$ cat config.mk
export PLATFORM = sky130hd
export DESIGN_NAME = continued_fraction_expansion
export DESIGN_NICKNAME = d
export VERILOG_FILES = /design/src/design/cfe_pkg.sv /design/src/design/cfe_front.sv /design/src/design/cfe_queue.sv /design/src/design/cfe_back.sv /design/src/design/continued_fraction_expansion.sv
export SDC_FILE = /design/constraint.sdc
export NUM_CORES = 1
export LEC_CHECK = 0
export ABC_AREA = 1
export BUFFER_PORTS_ARGS = -buffer_cell sky130_fd_sc_hd__buf_2
export CAP_MARGIN = 30
export CORE_ASPECT_RATIO = 1.1
export CORE_MARGIN = 5
export CORE_UTILIZATION = 30
export CTS_CLUSTER_SIZE = 20
export DETAILED_ROUTE_END_ITERATION = 8
export SETUP_SLACK_MARGIN = 0.02
export SLEW_MARGIN = 20
export SYNTH_ARGS = -nofsm -noshare
export SYNTH_HDL_FRONTEND = slang
export SYNTH_SLANG_ARGS = --single-unit
export TNS_END_PERCENT = 100
$ cat constraint.sdc
create_clock -name clock -period 10.3 [get_ports clock]
set_input_delay 3.09 -clock clock [delete_from_list [all_inputs] [get_ports clock]]
set_output_delay 3.09 -clock clock [all_outputs]
set_load 0.02 [all_outputs]
$ cat src/design/cfe_pkg.sv
// Shared constants and types of the continued fraction expansion block.
package cfe_pkg;

   localparam int WIDTH       = 32;
   localparam int FIELD_W     = 32;
   localparam int TERM_W      = 32;
   localparam int IN_DATA_W   = 2 * FIELD_W;
   localparam int MAX_TERMS   = 48;
   localparam int TERM_CNT_W  = $clog2(MAX_TERMS);
   localparam int STEP_CNT_W  = $clog2(WIDTH);
   localparam int QUEUE_DEPTH = 2;
   localparam int QPTR_W      = $clog2(QUEUE_DEPTH);
   localparam int QCNT_W      = $clog2(QUEUE_DEPTH + 1);

   typedef logic [WIDTH-1:0]   operand_type;
   typedef logic [FIELD_W-1:0] field_type;
   typedef logic [TERM_W-1:0]  term_type;

   typedef struct packed {
      operand_type dividend;
      operand_type divisor;
      logic        zero_div;
   } job_type;

   typedef struct packed {
      term_type term;
      logic     last;
      logic     error;
   } result_type;

endpackage

$ cat src/design/cfe_front.sv
// Front end: takes fraction beats, trims operands and flags a zero denominator.
module cfe_front (
   input  logic                    clock,
   input  logic                    reset,
   input  logic                    req_tvalid,
   output logic                    req_tready,
   input  logic [cfe_pkg::IN_DATA_W-1:0] req_tdata,
   output logic                    job_valid,
   input  logic                    job_ready,
   output cfe_pkg::job_type        job
);
   import cfe_pkg::*;

   logic    valid_ff, valid_in;
   job_type job_ff, job_in;
   operand_type num, den;

   assign num = WIDTH'(req_tdata[FIELD_W-1:0]);
   assign den = WIDTH'(req_tdata[IN_DATA_W-1:FIELD_W]);

   assign req_tready = !valid_ff || job_ready;

   always_comb begin
      valid_in = valid_ff;
      job_in   = job_ff;
      if (valid_ff && job_ready) begin
         valid_in = 1'b0;
      end
      if (req_tvalid && req_tready) begin
         valid_in        = 1'b1;
         job_in.dividend = num;
         job_in.divisor  = den;
         job_in.zero_div = (den == '0);
      end
   end

   always_ff @(posedge clock) begin
      if (reset) begin
         valid_ff <= 1'b0;
      end else begin
         valid_ff <= valid_in;
      end
      job_ff <= job_in;
   end

   assign job_valid = valid_ff;
   assign job       = job_ff;

endmodule

$ cat src/design/cfe_queue.sv
// Short job queue between the front end and the Euclid engine.
module cfe_queue (
   input  logic             clock,
   input  logic             reset,
   input  logic             push_valid,
   output logic             push_ready,
   input  cfe_pkg::job_type push_job,
   output logic             pop_valid,
   input  logic             pop_ready,
   output cfe_pkg::job_type pop_job
);
   import cfe_pkg::*;

   job_type           mem_ff [QUEUE_DEPTH];
   logic [QPTR_W-1:0] wr_ptr_ff, rd_ptr_ff;
   logic [QCNT_W-1:0] count_ff;
   logic              do_push, do_pop;

   assign push_ready = (count_ff != QCNT_W'(QUEUE_DEPTH));
   assign pop_valid  = (count_ff != '0);
   assign do_push    = push_valid && push_ready;
   assign do_pop     = pop_valid && pop_ready;
   assign pop_job    = mem_ff[rd_ptr_ff];

   always_ff @(posedge clock) begin
      if (reset) begin
         wr_ptr_ff <= '0;
         rd_ptr_ff <= '0;
         count_ff  <= '0;
      end else begin
         if (do_push) begin
            wr_ptr_ff <= (wr_ptr_ff == QPTR_W'(QUEUE_DEPTH - 1)) ? '0 : wr_ptr_ff + 1'b1;
         end
         if (do_pop) begin
            rd_ptr_ff <= (rd_ptr_ff == QPTR_W'(QUEUE_DEPTH - 1)) ? '0 : rd_ptr_ff + 1'b1;
         end
         if (do_push && !do_pop) begin
            count_ff <= count_ff + 1'b1;
         end else if (do_pop && !do_push) begin
            count_ff <= count_ff - 1'b1;
         end
      end
      if (do_push) begin
         mem_ff[wr_ptr_ff] <= push_job;
      end
   end

endmodule

$ cat src/design/cfe_back.sv
// Euclid engine: bit-serial restoring divider and term output register.
module cfe_back (
   input  logic                    clock,
   input  logic                    reset,
   input  logic                    job_valid,
   output logic                    job_ready,
   input  cfe_pkg::job_type        job,
   output logic                    rsp_tvalid,
   input  logic                    rsp_tready,
   output cfe_pkg::result_type     rsp
);
   import cfe_pkg::*;

   typedef enum logic [1:0] {
      ST_IDLE,
      ST_DIVIDE,
      ST_EMIT,
      ST_FAULT
   } state_type;

   state_type             state_ff, state_in;
   operand_type           rem_ff, rem_in;
   operand_type           quo_ff, quo_in;
   operand_type           divisor_ff, divisor_in;
   logic [STEP_CNT_W-1:0] step_ff, step_in;
   logic [TERM_CNT_W-1:0] nterm_ff, nterm_in;
   logic                  out_valid_ff, out_valid_in;
   result_type            out_ff, out_in;
   logic [WIDTH:0]        trial;
   logic                  out_free, last_term;

   assign out_free  = !out_valid_ff || rsp_tready;
   assign trial     = {rem_ff, quo_ff[WIDTH-1]} - {1'b0, divisor_ff};
   assign last_term = (rem_ff == '0) || (nterm_ff == TERM_CNT_W'(MAX_TERMS - 1));
   assign job_ready = (state_ff == ST_IDLE);

   always_comb begin
      state_in     = state_ff;
      rem_in       = rem_ff;
      quo_in       = quo_ff;
      divisor_in   = divisor_ff;
      step_in      = step_ff;
      nterm_in     = nterm_ff;
      out_valid_in = out_valid_ff;
      out_in       = out_ff;
      if (out_valid_ff && rsp_tready) begin
         out_valid_in = 1'b0;
      end
      case (state_ff)
         ST_IDLE: begin
            if (job_valid) begin
               rem_in     = '0;
               quo_in     = job.dividend;
               divisor_in = job.divisor;
               step_in    = '0;
               nterm_in   = '0;
               state_in   = job.zero_div ? ST_FAULT : ST_DIVIDE;
            end
         end
         ST_DIVIDE: begin
            if (!trial[WIDTH]) begin
               rem_in = trial[WIDTH-1:0];
            end else begin
               rem_in = {rem_ff[WIDTH-2:0], quo_ff[WIDTH-1]};
            end
            quo_in  = {quo_ff[WIDTH-2:0], !trial[WIDTH]};
            step_in = step_ff + 1'b1;
            if (step_ff == STEP_CNT_W'(WIDTH - 1)) begin
               state_in = ST_EMIT;
            end
         end
         ST_EMIT: begin
            if (out_free) begin
               out_valid_in = 1'b1;
               out_in.term  = TERM_W'(quo_ff);
               out_in.last  = last_term;
               out_in.error = 1'b0;
               if (last_term) begin
                  state_in = ST_IDLE;
               end else begin
                  quo_in     = divisor_ff;
                  divisor_in = rem_ff;
                  rem_in     = '0;
                  step_in    = '0;
                  nterm_in   = nterm_ff + 1'b1;
                  state_in   = ST_DIVIDE;
               end
            end
         end
         ST_FAULT: begin
            if (out_free) begin
               out_valid_in = 1'b1;
               out_in.term  = '0;
               out_in.last  = 1'b1;
               out_in.error = 1'b1;
               state_in     = ST_IDLE;
            end
         end
         default: begin
            state_in = ST_IDLE;
         end
      endcase
   end

   always_ff @(posedge clock) begin
      if (reset) begin
         state_ff     <= ST_IDLE;
         out_valid_ff <= 1'b0;
         step_ff      <= '0;
         nterm_ff     <= '0;
      end else begin
         state_ff     <= state_in;
         out_valid_ff <= out_valid_in;
         step_ff      <= step_in;
         nterm_ff     <= nterm_in;
      end
      rem_ff     <= rem_in;
      quo_ff     <= quo_in;
      divisor_ff <= divisor_in;
      out_ff     <= out_in;
   end

   assign rsp_tvalid = out_valid_ff;
   assign rsp        = out_ff;

endmodule

$ cat src/design/continued_fraction_expansion.sv
// Top level of the continued fraction expansion block.
//
//   channel  dir  beat contents
//   req_     in   tdata[31:0] numerator, tdata[63:32] denominator
//   rsp_     out  tdata[31:0] term, tlast final term, tuser[0] zero-denominator error
//
// Each Euclid step runs the bit-serial divider over WIDTH quotient bits and then
// issues the term, waiting while the output register is full. The engine emits
// at most MAX_TERMS (48) terms per fraction, the last one flagged; a zero
// denominator yields a single error beat.
// Reset clears the front register, the queue pointers and the engine state.
// The front end and a two-deep queue keep taking fractions, until they are full, while the engine or
// the output register is stalled; the engine holds a term until rsp_tready.
module continued_fraction_expansion (
   input  logic        clock,
   input  logic        reset,
   input  logic        req_tvalid,
   output logic        req_tready,
   input  logic [63:0] req_tdata,   // [31:0] numerator, [63:32] denominator
   output logic        rsp_tvalid,
   input  logic        rsp_tready,
   output logic [31:0] rsp_tdata,   // [31:0] term
   output logic        rsp_tlast,
   output logic [0:0]  rsp_tuser    // [0] error
);
   import cfe_pkg::*;

   logic       fq_valid, fq_ready;
   job_type    fq_job;
   logic       qb_valid, qb_ready;
   job_type    qb_job;
   result_type rsp;

   cfe_front u_front (
      .clock      (clock),
      .reset      (reset),
      .req_tvalid (req_tvalid),
      .req_tready (req_tready),
      .req_tdata  (req_tdata),
      .job_valid  (fq_valid),
      .job_ready  (fq_ready),
      .job        (fq_job)
   );

   cfe_queue u_queue (
      .clock      (clock),
      .reset      (reset),
      .push_valid (fq_valid),
      .push_ready (fq_ready),
      .push_job   (fq_job),
      .pop_valid  (qb_valid),
      .pop_ready  (qb_ready),
      .pop_job    (qb_job)
   );

   cfe_back u_back (
      .clock      (clock),
      .reset      (reset),
      .job_valid  (qb_valid),
      .job_ready  (qb_ready),
      .job        (qb_job),
      .rsp_tvalid (rsp_tvalid),
      .rsp_tready (rsp_tready),
      .rsp        (rsp)
   );

   assign rsp_tdata = rsp.term;
   assign rsp_tlast = rsp.last;
   assign rsp_tuser = rsp.error;

endmodule
==> results of run 1 <==
==> area by class of cell <==
class	count	area, µm²	share of cell area
sequential	345	10160	0.5626
multi-input combinational	907	4576	0.2534
clock buffer	41	919.6	0.05092
tap	667	834.6	0.04621
inverter	178	669.4	0.03707
timing repair buffer	117	633.1	0.03506
clock inverter	24	266.5	0.01476
==> power by group <==
part           internal [mW]  leakage (nW)  switching [mW]
combinational          0.861          3.51            2.06
clock                  0.772         0.574           0.537
sequential              2.16          3.25           0.305
==> cells by family after synthesis <==
family	count (synthesis)	synth area share
XOR/XNOR	18	0.01008
buffers and inverters	229	0.05922
flip-flops	345	0.6499
adder cells (fa/ha/maj)	42	0.03409
AO/OA/AOI/OAI	273	0.09876
AND/OR/NAND/NOR	574	0.1480
==> cell usage in the layout (no fill, tap or decap), types with 18 or more instances in the layout <==
cell,instances
o21ai_1,28
a221oi_1,31
clkbuf_16,36
nor2_1,207
o21ai_0,23
buf_2,103
ha_1,39
nand2_1,284
a21oi_1,173
inv_1,172
nand3_1,33
edfxtp_1,325
dfxtp_1,19
xor2_1,18
==> through the flow <==
stage,setup slack (ns),cell area [µm²],hold WS (ns),util
after floorplan,4.923,15630,0.4215,-
after global placement,5.115,16850,0.4285,0.3273
after detailed placement,5.069,16870,0.4318,0.3277
after CTS,5.635,18060,0.4467,0.3508
after global routing,5.470,18060,0.4578,0.3508
final,5.631,18060,0.4447,0.3508
==> worst max-delay path: cells and delay by family <==
kind | cells | cell delay (ns)
and+or+nand+nor | 3 | 0.41
AOI/OAI and AO/OA | 1 | 0.28
buffers and inverters | 4 | 0.96
==> metal layers <==
metal  up-vias  share of wire  GRT usage
met5         -              0          0
met4         0          0.027    0.04306
met3        44          0.042    0.01810
met2       267           0.49     0.2400
met1      5198           0.44     0.1832
li1       5258              -          -
==> sequential cells by signal (all words and copies together), names as in the netlist, named ones only <==
| register | cells |
|---|---|
| u_back.rsp_tvalid | 1 |
| u_front.job_valid | 1 |
| u_back.quo_ff | 32 |
| u_back.rsp | 34 |
| u_back.nterm_ff | 6 |
| u_back.divisor_ff | 32 |
| u_queue.rd_ptr_ff | 1 |
| u_back.rem_ff | 32 |
| u_queue.count_ff | 2 |
| u_back.step_ff | 5 |
| u_queue.wr_ptr_ff | 1 |
| u_queue.mem_ff | 130 |
| u_back.state_ff | 2 |
| u_front.job | 65 |
==> worst paths after layout <==
check / from / to / slack, ns / cells past startpoint
setup / recovery: rsp_tready / u_back.rem_ff[10] / 5.63 / 8
hold / removal: u_queue.rd_ptr_ff / flip-flop / 0.44 / 1
setup reg to reg: u_back.state_ff[0] / u_back.rem_ff[10] / 6.79 / 10
hold reg to reg: u_queue.rd_ptr_ff / flip-flop / 0.44 / 1
==> impl_metrics.env, run 1 <==
export IMPL_synth_top_cells_by_area="edfxtp_1, nand2_1, a21oi_1"
export IMPL_crit_required_ns=10.45
export IMPL_path_cells="buf_2 > nor2_1 > inv_1 > nor2_1 > a211oi_2 > nand2_1 > clkinv_2 > buf_4"
export IMPL_post_synth_cell_area_avg_um2=10.56
export IMPL_crit_fanout=64
export IMPL_vias_per_cell=4.724
export IMPL_cts_buffers=36
export IMPL_synth_area_um2=15630
export IMPL_grt_pass1_wl_um=62380
export IMPL_ys_types=42
export IMPL_synth_warnings=0
export IMPL_dp_cells=2214
export IMPL_dr_pass1_iters=5
export IMPL_area_growth_syn_to_layout_pct=15.52
export IMPL_synth_async_reset_ratio=0
export IMPL_core_um2=51490
export IMPL_drtIter0Drc=733
export IMPL_die_area_um2=56780
export IMPL_startpoint_type="input port"
export IMPL_synthCells=1481
export IMPL_hold_buffers=0
export IMPL_relSlewSlack=0.3432
export IMPL_ioPinCount=104
export IMPL_yosys_area_top_type="edfxtp_1"
export IMPL_drc=0
export IMPL_fmax_mhz=214.2
export IMPL_power_density_nw_per_um2=370.2
export IMPL_overflow=0
export IMPL_synth_common_cells="edfxtp_1, nand2_1, nor2_1"
export IMPL_clk_latency_ns=0.54
export IMPL_cts_tree="done"
export IMPL_synth_top_area_share=0.6242
export IMPL_slowest_stage="buf_4"
export IMPL_cts_max_level=2
export IMPL_dieHeight_um=249.4
export IMPL_setup_violations=0
export IMPL_slew_violations=0
export IMPL_worst_pin_slew_ns=0.9851
export IMPL_row_count=87
export IMPL_port_buffers=103
export IMPL_period_share=0.4533
export IMPL_n_fill_cell=5125
export IMPL_gp_congestion=0.8911
export IMPL_finalHoldViolations=0
export IMPL_vias=10770
export IMPL_drive_above_1_share=0.1259
export IMPL_ys_seq_elements=345
export IMPL_clockRootBuffer="clkbuf_16"
export IMPL_place_detailed_hpwl_um=28070
export IMPL_cp_arrival_ns=4.82
export IMPL_status="finished, final reports clean"
export IMPL_synth_edf_count=325
export IMPL_drv_cap=0
export IMPL_crit_path_frequent_cell="nor2_1"
export IMPL_grtUsageTotal=0.1396
export IMPL_clkTransAtPathRegs_ns=0.06
export IMPL_clock_path_buffers=3
export IMPL_ant_nets=0
export IMPL_ir_drop_uv=235.0
export IMPL_min_period_ns=4.669
export IMPL_start_util=0.3036
export IMPL_grt_pass1_vias=10720
export IMPL_synth_most_common_cell="edfxtp_1"
export IMPL_tns_ns=0
export IMPL_antenna_found_initial=0
export IMPL_post_cts_buffers=0
export IMPL_leakage_nw=7.332
export IMPL_fin_nets=1695
export IMPL_die_w_um=227.7
export IMPL_antenna_cells=0
export IMPL_ys_flop_type="edfxtp_1"
export IMPL_cts_sinks=345
export IMPL_cts_resized=0
export IMPL_grt_max_degree=70
export IMPL_drt_wl_total_um=40610
export IMPL_hp_class="flip-flop to flip-flop"
export IMPL_slowest_delay_ns=0.69
export IMPL_skew_ns=0.01388
export IMPL_syn_num_nets=1591
export IMPL_power_mw=6.685
export IMPL_ys_seq_area_frac=0.6499
export IMPL_cp_end_kind="flip-flop"
export IMPL_stdcell_count=2279
export IMPL_path_class="input port to flip-flop"
export IMPL_wire_per_inst_um=17.82
export IMPL_rsz0062_at_grt="false"
(Power assumes the default switching activity.)
==> inputs of run 2 (changes only) <==
==> constraint.sdc (replaced) <==
create_clock -name clock -period 4.4 [get_ports clock]
set_input_delay 1.32 -clock clock [delete_from_list [all_inputs] [get_ports clock]]
set_output_delay 1.32 -clock clock [all_outputs]
set_load 0.02 [all_outputs]
==> run 2 against run 1 <==
  * Sequential power up 130%
  * Power up 140%
  * Non-clock buffer count unchanged
  * Die area unchanged
  * Critical path depth up 6
  * Wire length up 0.84%
  * Hold slack worse by 0.0056 ns
  * Sequential share of layout area down 0.22 points
  * Flip-flop and latch count unchanged
  * Global-route usage up 0.31 points
==> impl_metrics.env, run 2 (same netlist as run 1, synthesis figures left out) <==
export IMPL_status="finished, final reports clean"
export IMPL_vias_per_cell=4.729
export IMPL_grtUsageTotal=0.1427
export IMPL_swShare=0.4320
export IMPL_max_flop_register="u_queue.mem_ff"
export IMPL_p_int_mw=8.952
export IMPL_finalHoldViolations=0
export IMPL_crit_required_ns=4.69
export IMPL_cts_buffers=38
export IMPL_fmax_mhz=346.8
export IMPL_grt_pass1_wl_um=63560
export IMPL_top_usage_layer="met2"
export IMPL_whs_ns=0.4390
export IMPL_cts_tree="done"
export IMPL_finalInstanceArea_um2=18130
export IMPL_p_comb_frac=0.435
export IMPL_clockRootBuffer="clkbuf_16"
export IMPL_clk_latency_ns=0.57
export IMPL_dieHeight_um=249.4
export IMPL_p_switching_mw=6.808
export IMPL_pwr_share_clk=0.203
export IMPL_tns_ns=0
export IMPL_drc=0
export IMPL_largest_reg_flops=130
export IMPL_drv_cap=0
export IMPL_relSlewSlack=0.3577
export IMPL_dp_cells=2214
export IMPL_die_area_um2=56780
export IMPL_use_met1=0.1833
export IMPL_core_um2=51490
export IMPL_slew_violations=0
export IMPL_final_cell_mix="edfxtp_1, nand2_1, nor2_1"
export IMPL_ir_drop_uv=432.1
export IMPL_skew_ns=0.03223
export IMPL_hp_class="flip-flop to flip-flop"
export IMPL_grt_util_met2=0.2377
export IMPL_setup_violations=0
export IMPL_cp_arrival_ns=3.18
export IMPL_drt_wl_total_um=40950
export IMPL_hold_buffers=0
export IMPL_cts_sinks=345
export IMPL_drtIter0Drc=795
export IMPL_ant_nets=0
export IMPL_power_mw=15.76
export IMPL_antenna_cells=0
export IMPL_area_growth_syn_to_layout_pct=15.97
export IMPL_start_util=0.3036
export IMPL_antenna_found_initial=0
export IMPL_grt_use_met3=0.02962
export IMPL_path_cells="ha_1 > fa_1 > inv_1 > nand2_1 > nand2_1 > nand3_1 > nand2_2 > nand2_2 > nand2_2 > nand2_2 > nand3_1 > nand2_2 > o21ai_1 > nor2_1"
export IMPL_cp_end_kind="flip-flop"
export IMPL_power_density_nw_per_um2=869.3
export IMPL_place_area_um2=16900
export IMPL_gp_congestion=0.8966
export IMPL_startpoint_type="flip-flop"
export IMPL_seqPwrFrac=0.362
export IMPL_period_share=0.6554
export IMPL_cts_resized=0
export IMPL_slowest_stage="nand2_2"
export IMPL_rsz0062_at_grt="false"
export IMPL_drive_above_1_share=0.1286
export IMPL_fin_nets=1697
export IMPL_overflow=0
export IMPL_worst_pin_slew_ns=0.9634
export IMPL_layout_commonest_cell="edfxtp_1"
export IMPL_stdcell_count=2284
export IMPL_clkTransAtPathRegs_ns=0.06
export IMPL_dr_pass1_iters=5
export IMPL_cts_max_level=2
export IMPL_vias=10800
export IMPL_row_count=87
export IMPL_ioPinCount=104
export IMPL_min_period_ns=2.884
export IMPL_crit_path_frequent_cell="nand2_2"
export IMPL_port_buffers=103
export IMPL_slowest_delay_ns=0.43
export IMPL_place_detailed_hpwl_um=28770
export IMPL_die_w_um=227.7
export IMPL_crit_fanout=30
export IMPL_grt_max_degree=69
export IMPL_post_cts_buffers=0
export IMPL_path_class="flip-flop to flip-flop"
export IMPL_grt_pass1_vias=10850
export IMPL_wire_per_inst_um=17.93
export IMPL_clock_path_buffers=3
export IMPL_leakage_nw=7.373
run 2: cell count changes in the layout (fill, tap and decap cells not counted), sizes merged:
cell    before  now
clkbuf      41   47
bufinv       5    4
clkinv      17   16
inv        179  180
run 2: stage by stage:
step                      worst slack, ns    util
after global routing                1.281  0.3521
final                               1.516  0.3521
after detailed placement            1.156  0.3282
after CTS                           1.530  0.3521
after floorplan                    0.6394       -
after global placement              1.220  0.3278
run 2: layer usage:
metal / vias up / part of all wire / routed length [µm]
li1: 5269 / - / -
met1: 5162 / 0.42 / 17010
met5: - / 0 / 0
met4: 0 / 0.036 / 1491
met3: 69 / 0.058 / 2384
met2: 302 / 0.49 / 20070
run 2: final cells by class:
cell class	count	area, µm²
Fill cell	5122	33360
Sequential cell	345	10160
Multi-Input combinational cell	907	4576
Clock buffer	47	1006
Tap cell	667	834.6
Inverter	178	668.1
Timing Repair Buffer	117	658.1
Clock inverter	23	226.5
run 2: power by group through the flow:
stage	logic (mW)	registers, mW	clock network, mW
global route	7.73	5.77	3.41
CTS	6.90	5.71	3.26
global placement	6.76	5.76	0
finish	6.86	5.71	3.20
floorplan	4.95	5.59	0
detailed placement	6.86	5.77	0
run 2: final timing paths:
check                       startpoint                    to  slack, ns  cells past startpoint
hold reg to reg         u_front.job[6]  u_queue.mem_ff[1][6]       0.44                      0
setup reg to reg  u_back.divisor_ff[0]      u_back.rem_ff[3]       1.52                     14
setup / recovery  u_back.divisor_ff[0]      u_back.rem_ff[3]       1.52                     14
hold / removal          u_front.job[6]  u_queue.mem_ff[1][6]       0.44                      0
run 2: worst max-delay path, delay by kind of cell (launching register included):
family / cells / cell delay [ns]
AO/OA/AOI/OAI: 1 / 0.29
flip-flops: 1 / 0.40
buffers and inverters: 1 / 0.10
AND/OR/NAND/NOR: 10 / 1.23
adder cells (fa/ha/maj): 2 / 0.61
